## src/u8sd_pkg.sv

```systemverilog
// Shared types, constants and lead byte classification for the UTF-8 decoder.
package u8sd_pkg;

  localparam int unsigned ByteW  = 8;
  localparam int unsigned CodeW  = 21;
  localparam int unsigned LenW   = 3;
  localparam int unsigned OutDataW = 24;

  localparam logic [LenW-1:0] LenBad = 3'd0;
  localparam logic [LenW-1:0] LenOne = 3'd1;
  localparam logic [LenW-1:0] LenTwo = 3'd2;
  localparam logic [LenW-1:0] LenThree = 3'd3;
  localparam logic [LenW-1:0] LenFour = 3'd4;
  localparam logic [LenW-1:0] LenFive = 3'd5;
  localparam logic [LenW-1:0] LenSix = 3'd6;

  typedef struct packed {
    logic             valid;
    logic [CodeW-1:0] code_value;
    logic [LenW-1:0]  seq_bytes;
    logic             bad_lead;
  } u8sd_result_t;

  function automatic logic [LenW-1:0] lead_class(input logic [ByteW-1:0] b);
    logic [LenW-1:0] len;
    len = LenBad;
    if (b inside {[8'h00:8'h7F]}) len = LenOne;
    else if (b inside {[8'hC2:8'hDF]}) len = LenTwo;
    else if (b inside {[8'hE0:8'hEF]}) len = LenThree;
    else if (b inside {[8'hF0:8'hF7]}) len = LenFour;
    else if (b inside {[8'hF8:8'hFB]}) len = LenFive;
    else if (b inside {[8'hFC:8'hFD]}) len = LenSix;
    return len;
  endfunction

endpackage

```

## src/u8sd_in_reg.sv

```systemverilog
// Input register stage holding one accepted byte.
module u8sd_in_reg
  import u8sd_pkg::*;
(
  input  logic             clk,
  input  logic             rst,
  input  logic             s_tvalid,
  output logic             s_tready,
  input  logic [ByteW-1:0] s_tdata,
  input  logic             advance,
  output logic             held_valid,
  output logic [ByteW-1:0] held_byte
);

  assign s_tready = !held_valid || advance;

  always_ff @(posedge clk) begin
    if (rst) begin
      held_valid <= 1'b0;
    end else if (s_tvalid && s_tready) begin
      held_valid <= 1'b1;
    end else if (advance) begin
      held_valid <= 1'b0;
    end
  end

  always_ff @(posedge clk) begin
    if (s_tvalid && s_tready) begin
      held_byte <= s_tdata;
    end
  end

endmodule

```

## src/u8sd_decode.sv

```systemverilog
// Sequence state and per-byte decode logic.
module u8sd_decode
  import u8sd_pkg::*;
(
  input  logic             clk,
  input  logic             rst,
  input  logic             step,
  input  logic [ByteW-1:0] in_byte,
  output u8sd_result_t     res
);

  logic [LenW-1:0]  bytes_left, bytes_left_next;
  logic [CodeW-1:0] partial_value, partial_value_next;
  logic [LenW-1:0]  sequence_length, sequence_length_next;
  logic [LenW-1:0]  len;

  assign len = lead_class(in_byte);

  always_comb begin
    bytes_left_next      = bytes_left;
    partial_value_next   = partial_value;
    sequence_length_next = sequence_length;
    res                  = '0;
    if (bytes_left != '0) begin
      partial_value_next = {partial_value[CodeW-7:0], in_byte[5:0]};
      bytes_left_next    = bytes_left - 3'd1;
      if (bytes_left == 3'd1) begin
        sequence_length_next = '0;
        res.valid            = 1'b1;
        res.seq_bytes        = sequence_length;
        res.code_value       = (sequence_length >= LenFive) ? '0 : partial_value_next;
      end
    end else begin
      case (len)
        LenBad: begin
          res.valid     = 1'b1;
          res.seq_bytes = LenOne;
          res.bad_lead  = 1'b1;
        end
        LenOne: begin
          res.valid      = 1'b1;
          res.seq_bytes  = LenOne;
          res.code_value = {{(CodeW-7){1'b0}}, in_byte[6:0]};
        end
        default: begin
          case (len)
            LenTwo:   partial_value_next = {{(CodeW-5){1'b0}}, in_byte[4:0]};
            LenThree: partial_value_next = {{(CodeW-4){1'b0}}, in_byte[3:0]};
            LenFour:  partial_value_next = {{(CodeW-3){1'b0}}, in_byte[2:0]};
            default:  partial_value_next = '0;
          endcase
          sequence_length_next = len;
          bytes_left_next      = len - 3'd1;
        end
      endcase
    end
  end

  always_ff @(posedge clk) begin
    if (rst) begin
      bytes_left      <= '0;
      partial_value   <= '0;
      sequence_length <= '0;
    end else if (step) begin
      bytes_left      <= bytes_left_next;
      partial_value   <= partial_value_next;
      sequence_length <= sequence_length_next;
    end
  end

endmodule

```

## src/u8sd_out_reg.sv

```systemverilog
// Output register holding one result for the downstream transfer.
module u8sd_out_reg
  import u8sd_pkg::*;
(
  input  logic                clk,
  input  logic                rst,
  input  logic                load,
  input  u8sd_result_t        res,
  output logic                out_free,
  output logic                m_tvalid,
  input  logic                m_tready,
  output logic [OutDataW-1:0] m_tdata,
  output logic                m_tuser
);

  assign out_free = !m_tvalid || m_tready;

  always_ff @(posedge clk) begin
    if (rst) begin
      m_tvalid <= 1'b0;
    end else if (load && res.valid) begin
      m_tvalid <= 1'b1;
    end else if (m_tready) begin
      m_tvalid <= 1'b0;
    end
  end

  always_ff @(posedge clk) begin
    if (load && res.valid) begin
      m_tdata <= {res.seq_bytes, res.code_value};
      m_tuser <= res.bad_lead;
    end
  end

endmodule

```

## src/utf8_stream_decoder.sv

```systemverilog
// UTF-8 stream decoder top level.
// Usage:
//   Input channel s_*: one raw UTF-8 byte per transfer in s_tdata.
//   Output channel m_*: one decoded code point per completed sequence.
//   m_tdata carries code_value in [20:0] and seq_bytes in [23:21];
//   m_tuser is set when an invalid lead byte was dropped (value 0, length 1).
//   Bytes of a sequence in progress produce no output transfer.
// Timing:
//   One byte per cycle sustained while m_tready keeps the output register free.
//   The byte that completes a result is held in the input register, then
//   the decode logic loads the output register, which drives m_tvalid.
// Reset:
//   rst clears both pipeline valids and the sequence state; decoding starts
//   fresh with a lead byte.
// Stall:
//   While m_tready is low and a result waits, the pipeline holds; s_tready
//   stays high as long as the input register is empty or can advance.
module utf8_stream_decoder
  import u8sd_pkg::*;
(
  input  logic                clk,
  input  logic                rst,
  input  logic                s_tvalid,
  output logic                s_tready,
  input  logic [ByteW-1:0]    s_tdata,   // [7:0] in_byte
  output logic                m_tvalid,
  input  logic                m_tready,
  output logic [OutDataW-1:0] m_tdata,   // [20:0] code_value, [23:21] seq_bytes
  output logic                m_tuser    // [0] bad_lead
);

  logic             held_valid;
  logic [ByteW-1:0] held_byte;
  logic             out_free;
  logic             step;
  u8sd_result_t     res;

  assign step = held_valid && out_free;

  u8sd_in_reg u_in_reg (
    .clk        (clk),
    .rst        (rst),
    .s_tvalid   (s_tvalid),
    .s_tready   (s_tready),
    .s_tdata    (s_tdata),
    .advance    (step),
    .held_valid (held_valid),
    .held_byte  (held_byte)
  );

  u8sd_decode u_decode (
    .clk     (clk),
    .rst     (rst),
    .step    (step),
    .in_byte (held_byte),
    .res     (res)
  );

  u8sd_out_reg u_out_reg (
    .clk      (clk),
    .rst      (rst),
    .load     (step),
    .res      (res),
    .out_free (out_free),
    .m_tvalid (m_tvalid),
    .m_tready (m_tready),
    .m_tdata  (m_tdata),
    .m_tuser  (m_tuser)
  );

endmodule

```

## config.mk

```make
export PLATFORM = sky130hd
export DESIGN_NAME = utf8_stream_decoder
export DESIGN_NICKNAME = d
export VERILOG_FILES = /design/src/u8sd_pkg.sv /design/src/u8sd_in_reg.sv /design/src/u8sd_decode.sv /design/src/u8sd_out_reg.sv /design/src/utf8_stream_decoder.sv
export SDC_FILE = /design/constraint.sdc
export NUM_CORES = 1
export LEC_CHECK = 0
export BUFFER_PORTS_ARGS = -buffer_cell sky130_fd_sc_hd__clkbuf_2
export CAP_MARGIN = 20
export CORE_MARGIN = 5
export CORE_UTILIZATION = 35
export CTS_BUF_LIST = sky130_fd_sc_hd__clkbuf_4 sky130_fd_sc_hd__clkbuf_8 sky130_fd_sc_hd__clkbuf_16
export DETAILED_ROUTE_END_ITERATION = 8
export PLACE_DENSITY = 0.62
export SKIP_LAST_GASP = 1
export SYNTH_ARGS = -nofsm -noshare
export SYNTH_HDL_FRONTEND = slang
export SYNTH_SLANG_ARGS = --single-unit
```

## constraint.sdc

```tcl
create_clock -name clk -period 5.9 [get_ports clk]
set_input_delay 0.59 -clock clk [delete_from_list [all_inputs] [get_ports clk]]
set_output_delay 0.59 -clock clk [all_outputs]
set_load 0.05 [all_outputs]
```

## After elaboration in Yosys (flattened, before gate mapping)

Cells that the tools add are included.

| word-level totals | value |
|---|---|
| input bits | 12 |
| register bits after elaboration | 56 |

| operators by class | value |
|---|---|
| reduce and logical (&&, ||, !) cells | 20 |
| equal/unequal tests | 7 |
| add/sub/neg operators | 2 |
| $lt $le $gt $ge | 13 |
| muxes and demuxes | 25 |

Operator list:

| operator | number |
|---|---|
| 25-bit two-way mux | 2 |
| 8-bit >= comparator (second input constant) | 5 |
| 8-bit less-or-equal comparator (second input constant) | 5 |
| 3-bit two-way mux | 11 |
| 15-bit two-way mux | 2 |
| 21-bit two-way mux | 1 |
| 5-bit one-hot mux with 3 select lines | 1 |
| 1-bit logical AND | 9 |
| 8-bit by 1-bit >= comparator with 1-bit output (second input constant) | 1 |
| 8-bit by 7-bit less-or-equal comparator with 1-bit output (second input constant) | 1 |
| 1-bit two-way mux | 7 |
| 7-bit two-way mux | 1 |
| 3-bit by 1-bit == test with 1-bit output (second input constant) | 2 |
| 3-bit by 2-bit == test with 1-bit output (second input constant) | 2 |
| 3-bit by 1-bit subtractor with 3-bit output (second input constant) | 2 |
| 2-bit nonzero test | 2 |
| 3-bit == test (second input constant) | 1 |
| 3-bit >= comparator (second input constant) | 1 |
| 3-bit zero test | 1 |
| 3-bit AND reduction | 1 |
| 3-bit nonzero test | 1 |
| 1-bit zero test | 2 |
| 1-bit logical OR | 2 |
| 2-bit by 1-bit != test with 1-bit output (second input constant) | 1 |
| 3 further kinds | 3 |

## Logic depth before layout (Yosys ltp)

| depth | value |
|---|---|
| depth in word-level cells | 14 |
| depth in mapped cells | 10 |

## By module

A second synthesis with hierarchy kept.

| unflattened totals | value |
|---|---|
| cell total of the unflattened synthesis | 213 |
| area, all modules | 2416.1 µm² |

By module, submodules not included:

| module | times used | cells an instance | area an instance (µm²) |
|---|---|---|---|
| u8sd_decode | 1 | 169 | 1313.8 |
| u8sd_out_reg | 1 | 30 | 800.8 |
| u8sd_in_reg | 1 | 13 | 295.3 |
| utf8_stream_decoder | 1 | 1 | 6.3 |

## Worst setup path after synthesis

OpenSTA, ideal clock, no wires.

| timing path | value |
|---|---|
| path type | register to register |
| from | register u_in_reg.held_byte[1] |
| to | register u_out_reg.m_tdata[0], enable pin |
| path buffers | 1 |
| setup slack | 2.392 ns |
| period minus slack after synthesis | 3.508 ns |
| setup time | 0.407 ns |
| cell stages (with the launch flop) | 11 |
| required time | 5.493 ns |
| arrival | 3.102 ns |
| path through | edfxtp_1 > or4_1 > a21oi_1 > nor3_1 > inv_1 > ha_1 > nor2_1 > a211oi_4 > buf_6 > nor2_1 > nor2_1 |

| between the ends | value |
|---|---|
| word-level cells in the longest chain between the ends | 13 |

RTL lines:

| what | RTL line | source |
|---|---|---|
| from (decl) | u8sd_in_reg.sv:12 | `output logic [ByteW-1:0] held_byte` |
| from (signal assigned) | u8sd_in_reg.sv:29 | `held_byte <= s_tdata;` |
| 8-bit >= comparator / 8-bit less-or-equal comparator (equally long branches) | u8sd_pkg.sv:32 | `else if (b inside {[8'hFC:8'hFD]}) len = LenSix;` |
| 1-bit logical AND | u8sd_pkg.sv:32 |  |
| 3-bit two-way mux | u8sd_pkg.sv:32 |  |
| 3-bit two-way mux | u8sd_pkg.sv:31 | `else if (b inside {[8'hF8:8'hFB]}) len = LenFive;` |
| 3-bit two-way mux | u8sd_pkg.sv:30 | `else if (b inside {[8'hF0:8'hF7]}) len = LenFour;` |
| 3-bit two-way mux | u8sd_pkg.sv:29 | `else if (b inside {[8'hE0:8'hEF]}) len = LenThree;` |
| 3-bit two-way mux | u8sd_pkg.sv:28 | `else if (b inside {[8'hC2:8'hDF]}) len = LenTwo;` |
| 3-bit two-way mux (*) | u8sd_pkg.sv:27 | `if (b inside {[8'h00:8'h7F]}) len = LenOne;` |
| 3-bit by 1-bit == test with 1-bit output / 3-bit zero test (equally long branches) | u8sd_decode.sv:34 | `case (len)` |
| 2-bit OR reduction (no source line) (*) | n/a |  |
| 1-bit two-way mux (*) | u8sd_decode.sv:34 |  |
| 25-bit two-way mux (*) | u8sd_decode.sv:24 | `if (bytes_left != '0) begin` |
| 1-bit logical AND (*) | u8sd_out_reg.sv:29 | `if (load && res.valid) begin` |
| to (signal assigned) | u8sd_out_reg.sv:30 | `m_tdata <= {res.seq_bytes, res.code_value};` |
| to (decl) | u8sd_out_reg.sv:12 | `output logic [OutDataW-1:0] m_tdata,` |

Mark *: on every way between the ends. The rest lies on a longest branch, timed or not.
A chain may end at the register's enable or synchronous reset.

## Worst setup path after layout

| timing path | value |
|---|---|
| from | register u_in_reg.held_byte[1] |
| to | register u_out_reg.m_tdata[21], enable pin |

The elaborated chain is that of the path after synthesis.

==> impl_metrics.py <==
metrics = {
    "grt": {
        "grt_pass1_vias": 1713,
        "grt_start_max_net_pins": 24,
        "grt_pass1_wl_um": 8560,
        "antenna_found_initial": 0,
        "grt.total_usage_pct": 12.2,
        "grt_overflow": 0,
    },
    "floorplanning": {
        "ios": 39,
        "rows": 30,
        "die_area_um2": 8890,
        "core_um2": 6870,
        "die_h_um": 94.3,
        "initial_core_util_pct": 36.2,
        "die_w_um": 94.3,
    },
    "yosys": {
        "synthTopCellsByArea": "edfxtp_1 (40%), dfxtp_1 (19%), a21oi_1 (4.2%), ha_1 (4.0%), and3_1 (3.8%)",
        "syn_nets": 247,
        "synth_largest_area_cell": "edfxtp_1",
        "synth.cell_area_um2": 2490,
        "synth.avg_cell_area_um2": 11.0,
        "synth-seq-cells": 56,
        "synth_top_area_share_pct": 39.9,
        "synth.distinct_cells": 39,
        "synth-seq-area-share_pct": 58.4,
        "syn-instance-count": 227,
        "yosys_warnings": 0,
    },
    "routing": {
        "first_iter_violations": 124,
        "drt_drc_violations_left": 0,
        "first_pass_iters": 4,
        "viasPerCell": 5.04,
        "routed_wirelength_um": 5020,
        "vias": 1810,
        "ant_nets": 0,
        "wl_per_cell_um": 14.0,
    },
    "critical_path": {
        "cp-end-kind": "flop",
        "crit_start": "u_in_reg.held_byte[1]",
        "critPathMaxFanout": 19,
        "cp.arrival_ns": 3.35,
        "path_common_cell": "nor2_1",
        "cp.required_ns": 5.93,
        "crit_chain": "or4_1 -> a21oi_1 -> nor3_1 -> inv_1 -> ha_1 -> nor2_1 -> a211oi_4 -> nor2_1 -> nor2_2 -> buf_16",
        "regToRegSetupSlack_ns": 2.58,
        "reg2reg_from": "u_in_reg.held_byte[1]",
        "slowest_stage": "or4_1",
        "path_class": "flop to flop",
        "slowest_delay_ns": 0.54,
        "start_kind": "flop",
    },
    "pwr": {
        "powerDensity_nw_per_um2": 283,
        "irDropWorstVdd_mv": 0.129,
        "p_leak_nw": 1.09,
        "power_mw": 0.810,
    },
    "timing": {
        "rsz0062_at_grt": "false",
        "skew_ns": 0.00992,
        "setup_ws_ns": 2.58,
        "fin_tns_setup_ns": 0,
        "period_needed_ns": 3.32,
        "min_period_over_period_pct": 56.2,
        "slew_viol_final": 0,
        "finalSetupViolCount": 0,
        "fmax_mhz": 301,
        "slew_headroom_pct": 45.0,
        "worst_pin_slew_ns": 0.825,
        "hold_viol_final": 0,
    },
    "hold_path": {
        "hp-start": "s_tdata[7]",
        "hp-class": "primary input to flop",
    },
    "clock_tree": {
        "postCtsSetupRepairBufs": 0,
        "ctsResizeCount": 0,
        "cts_sinks": 56,
        "cts_tree": "yes",
        "clkTransAtPathRegs_ns": 0.10,
        "clock_path_buffers": 2,
        "ctsHtreeMaxLevel": 2,
        "cts_root_buffer": "clkbuf_8",
        "numCtsBuffers": 5,
        "ctsHoldBuffers": 0,
        "clock_latency_ns": 0.32,
    },
    "status": {
        "status": "finished, final reports clean",
    },
    "final_layout": {
        "final_layout_size_suffix_gt1_share_pct": 20.9,
        "fillers": 645,
        "register_area_um2": 1450,
        "layout.nets": 282,
        "areaGrowthSynthToFinish_pct": 15.3,
        "multiInputGateArea_um2": 937,
        "n_antenna_cell": 0,
        "fin_area_um2": 2870,
        "fin_util_pct": 41.7,
    },
    "placement": {
        "hpwl_um": 3580,
        "dpl_cell_area_um2": 2770,
        "dp_slack_ns": 2.57,
        "io_buffers": 38,
        "place_congestion": 0.827,
    },
    "run": {
        "max_cap_violations": 0,
    },
}
cells by family (layout without fill, tap and decap cells):
logic type	after synthesis	in the layout	synth area share [%]
flip-flops	56	56	58.4
buffers and inverters	22	58	4.03
AND/OR/NAND/NOR	83	83	18.3
adder cells (fa/ha/maj)	8	8	4.03
AO/OA/AOI/OAI	58	58	15.2
synthesized netlist by cell type:
master / count
a2111oi_2: 1
a211oi_4: 1
a21o_1: 1
a21oi_1: 21
a31oi_1: 1
a32o_1: 2
and2_1: 12
and3_1: 15
and4_1: 1
buf_1: 1
buf_2: 2
buf_6: 2
clkbuf_1: 8
dfxtp_1: 23
edfxtp_1: 33
ha_1: 8
inv_1: 9
nand2_1: 14
nand2b_1: 2
nand3_1: 12
nand3_2: 1
nand4_1: 6
nor2_1: 8
nor2b_1: 3
nor3_1: 2
nor3b_1: 1
nor4_1: 1
o2111ai_1: 1
o211a_1: 2
o211ai_1: 1
o211ai_2: 1
o21ai_0: 16
o21ai_1: 3
o2bb2ai_1: 3
o32ai_1: 3
o41ai_1: 1
or2_2: 1
or3_1: 3
or4_1: 1
power breakdown:
part / internal [mW] / switching [mW] / total [mW] / leakage (nW)
Sequential: 0.435 / 0.0103 / 0.445 / 0.503
Clock: 0.0868 / 0.131 / 0.218 / 0.0452
Combinational: 0.0389 / 0.108 / 0.147 / 0.547
Total: 0.560 / 0.250 / 0.810 / 1.09
layer usage:
layer / global-route usage, % / part of all wire [%] / vias to the layer above
li1: - / - / 908
met1: 15.8 / 45 / 841
met2: 19.6 / 48 / 51
met3: 2.40 / 4.2 / 10
met4: 5.42 / 2.6 / 0
met5: 0 / 0 / -
cells in the final DEF, fill, tap and decap left out, types with 2 or more instances in the layout:
cell / Yosys / layout
a21oi_1: 21 / 21
a32o_1: 2 / 2
and2_1: 12 / 12
and3_1: 15 / 15
clkbuf_2: 0 / 38
clkbuf_8: 0 / 5
dfxtp_1: 23 / 23
edfxtp_1: 33 / 33
ha_1: 8 / 8
inv_1: 9 / 9
inv_6: 0 / 2
nand2_1: 14 / 14
nand2b_1: 2 / 2
nand3_1: 12 / 12
nand4_1: 6 / 6
nor2_1: 8 / 7
nor2b_1: 3 / 3
nor3_1: 2 / 2
o211a_1: 2 / 2
o21ai_0: 16 / 16
o21ai_1: 3 / 3
o2bb2ai_1: 3 / 3
o32ai_1: 3 / 3
or3_1: 3 / 3
path summary, 6_finish.rpt:
kind | cells after the start | endpoint
min | 1 | u_in_reg.held_byte[7]
max | 10 | u_out_reg.m_tdata[21]
max reg2reg | 10 | u_out_reg.m_tdata[21]
min reg2reg | 2 | u_decode.partial_value[10]
critical path, delay by kind of cell, from the launching register on:
kind	cells	cell delay (ns)
AOI/OAI and AO/OA	2	0.69
buffers and inverters	2	0.34
DFF	1	0.48
adders and majority gates	1	0.22
and+or+nand+nor	5	1.28
state kept, by name (all words and copies together), names as in the netlist:
signal                    cells
u_in_reg.held_valid           1
u_decode.sequence_length      3
u_out_reg.m_tvalid            1
u_out_reg.m_tdata            24
u_in_reg.held_byte            8
u_out_reg.m_tuser             1
u_decode.bytes_left           3
u_decode.partial_value       15
through the flow:
step,hold WS [ns],instances
finish,0.448,359
global route,0.433,359
CTS,0.441,358
detailed placement,0.461,350
global placement,0.460,349
floorplan,0.434,227
final cells by class:
class / count / share of cell area (%)
sequential: 56 / 50.6
multi-input combinational: 149 / 32.7
timing repair buffer: 41 / 8.03
tap: 96 / 4.19
clock buffer: 5 / 2.40
inverter: 9 / 1.18
clock inverter: 3 / 0.873
No activity file was read; power rests on OpenSTA's default activity.
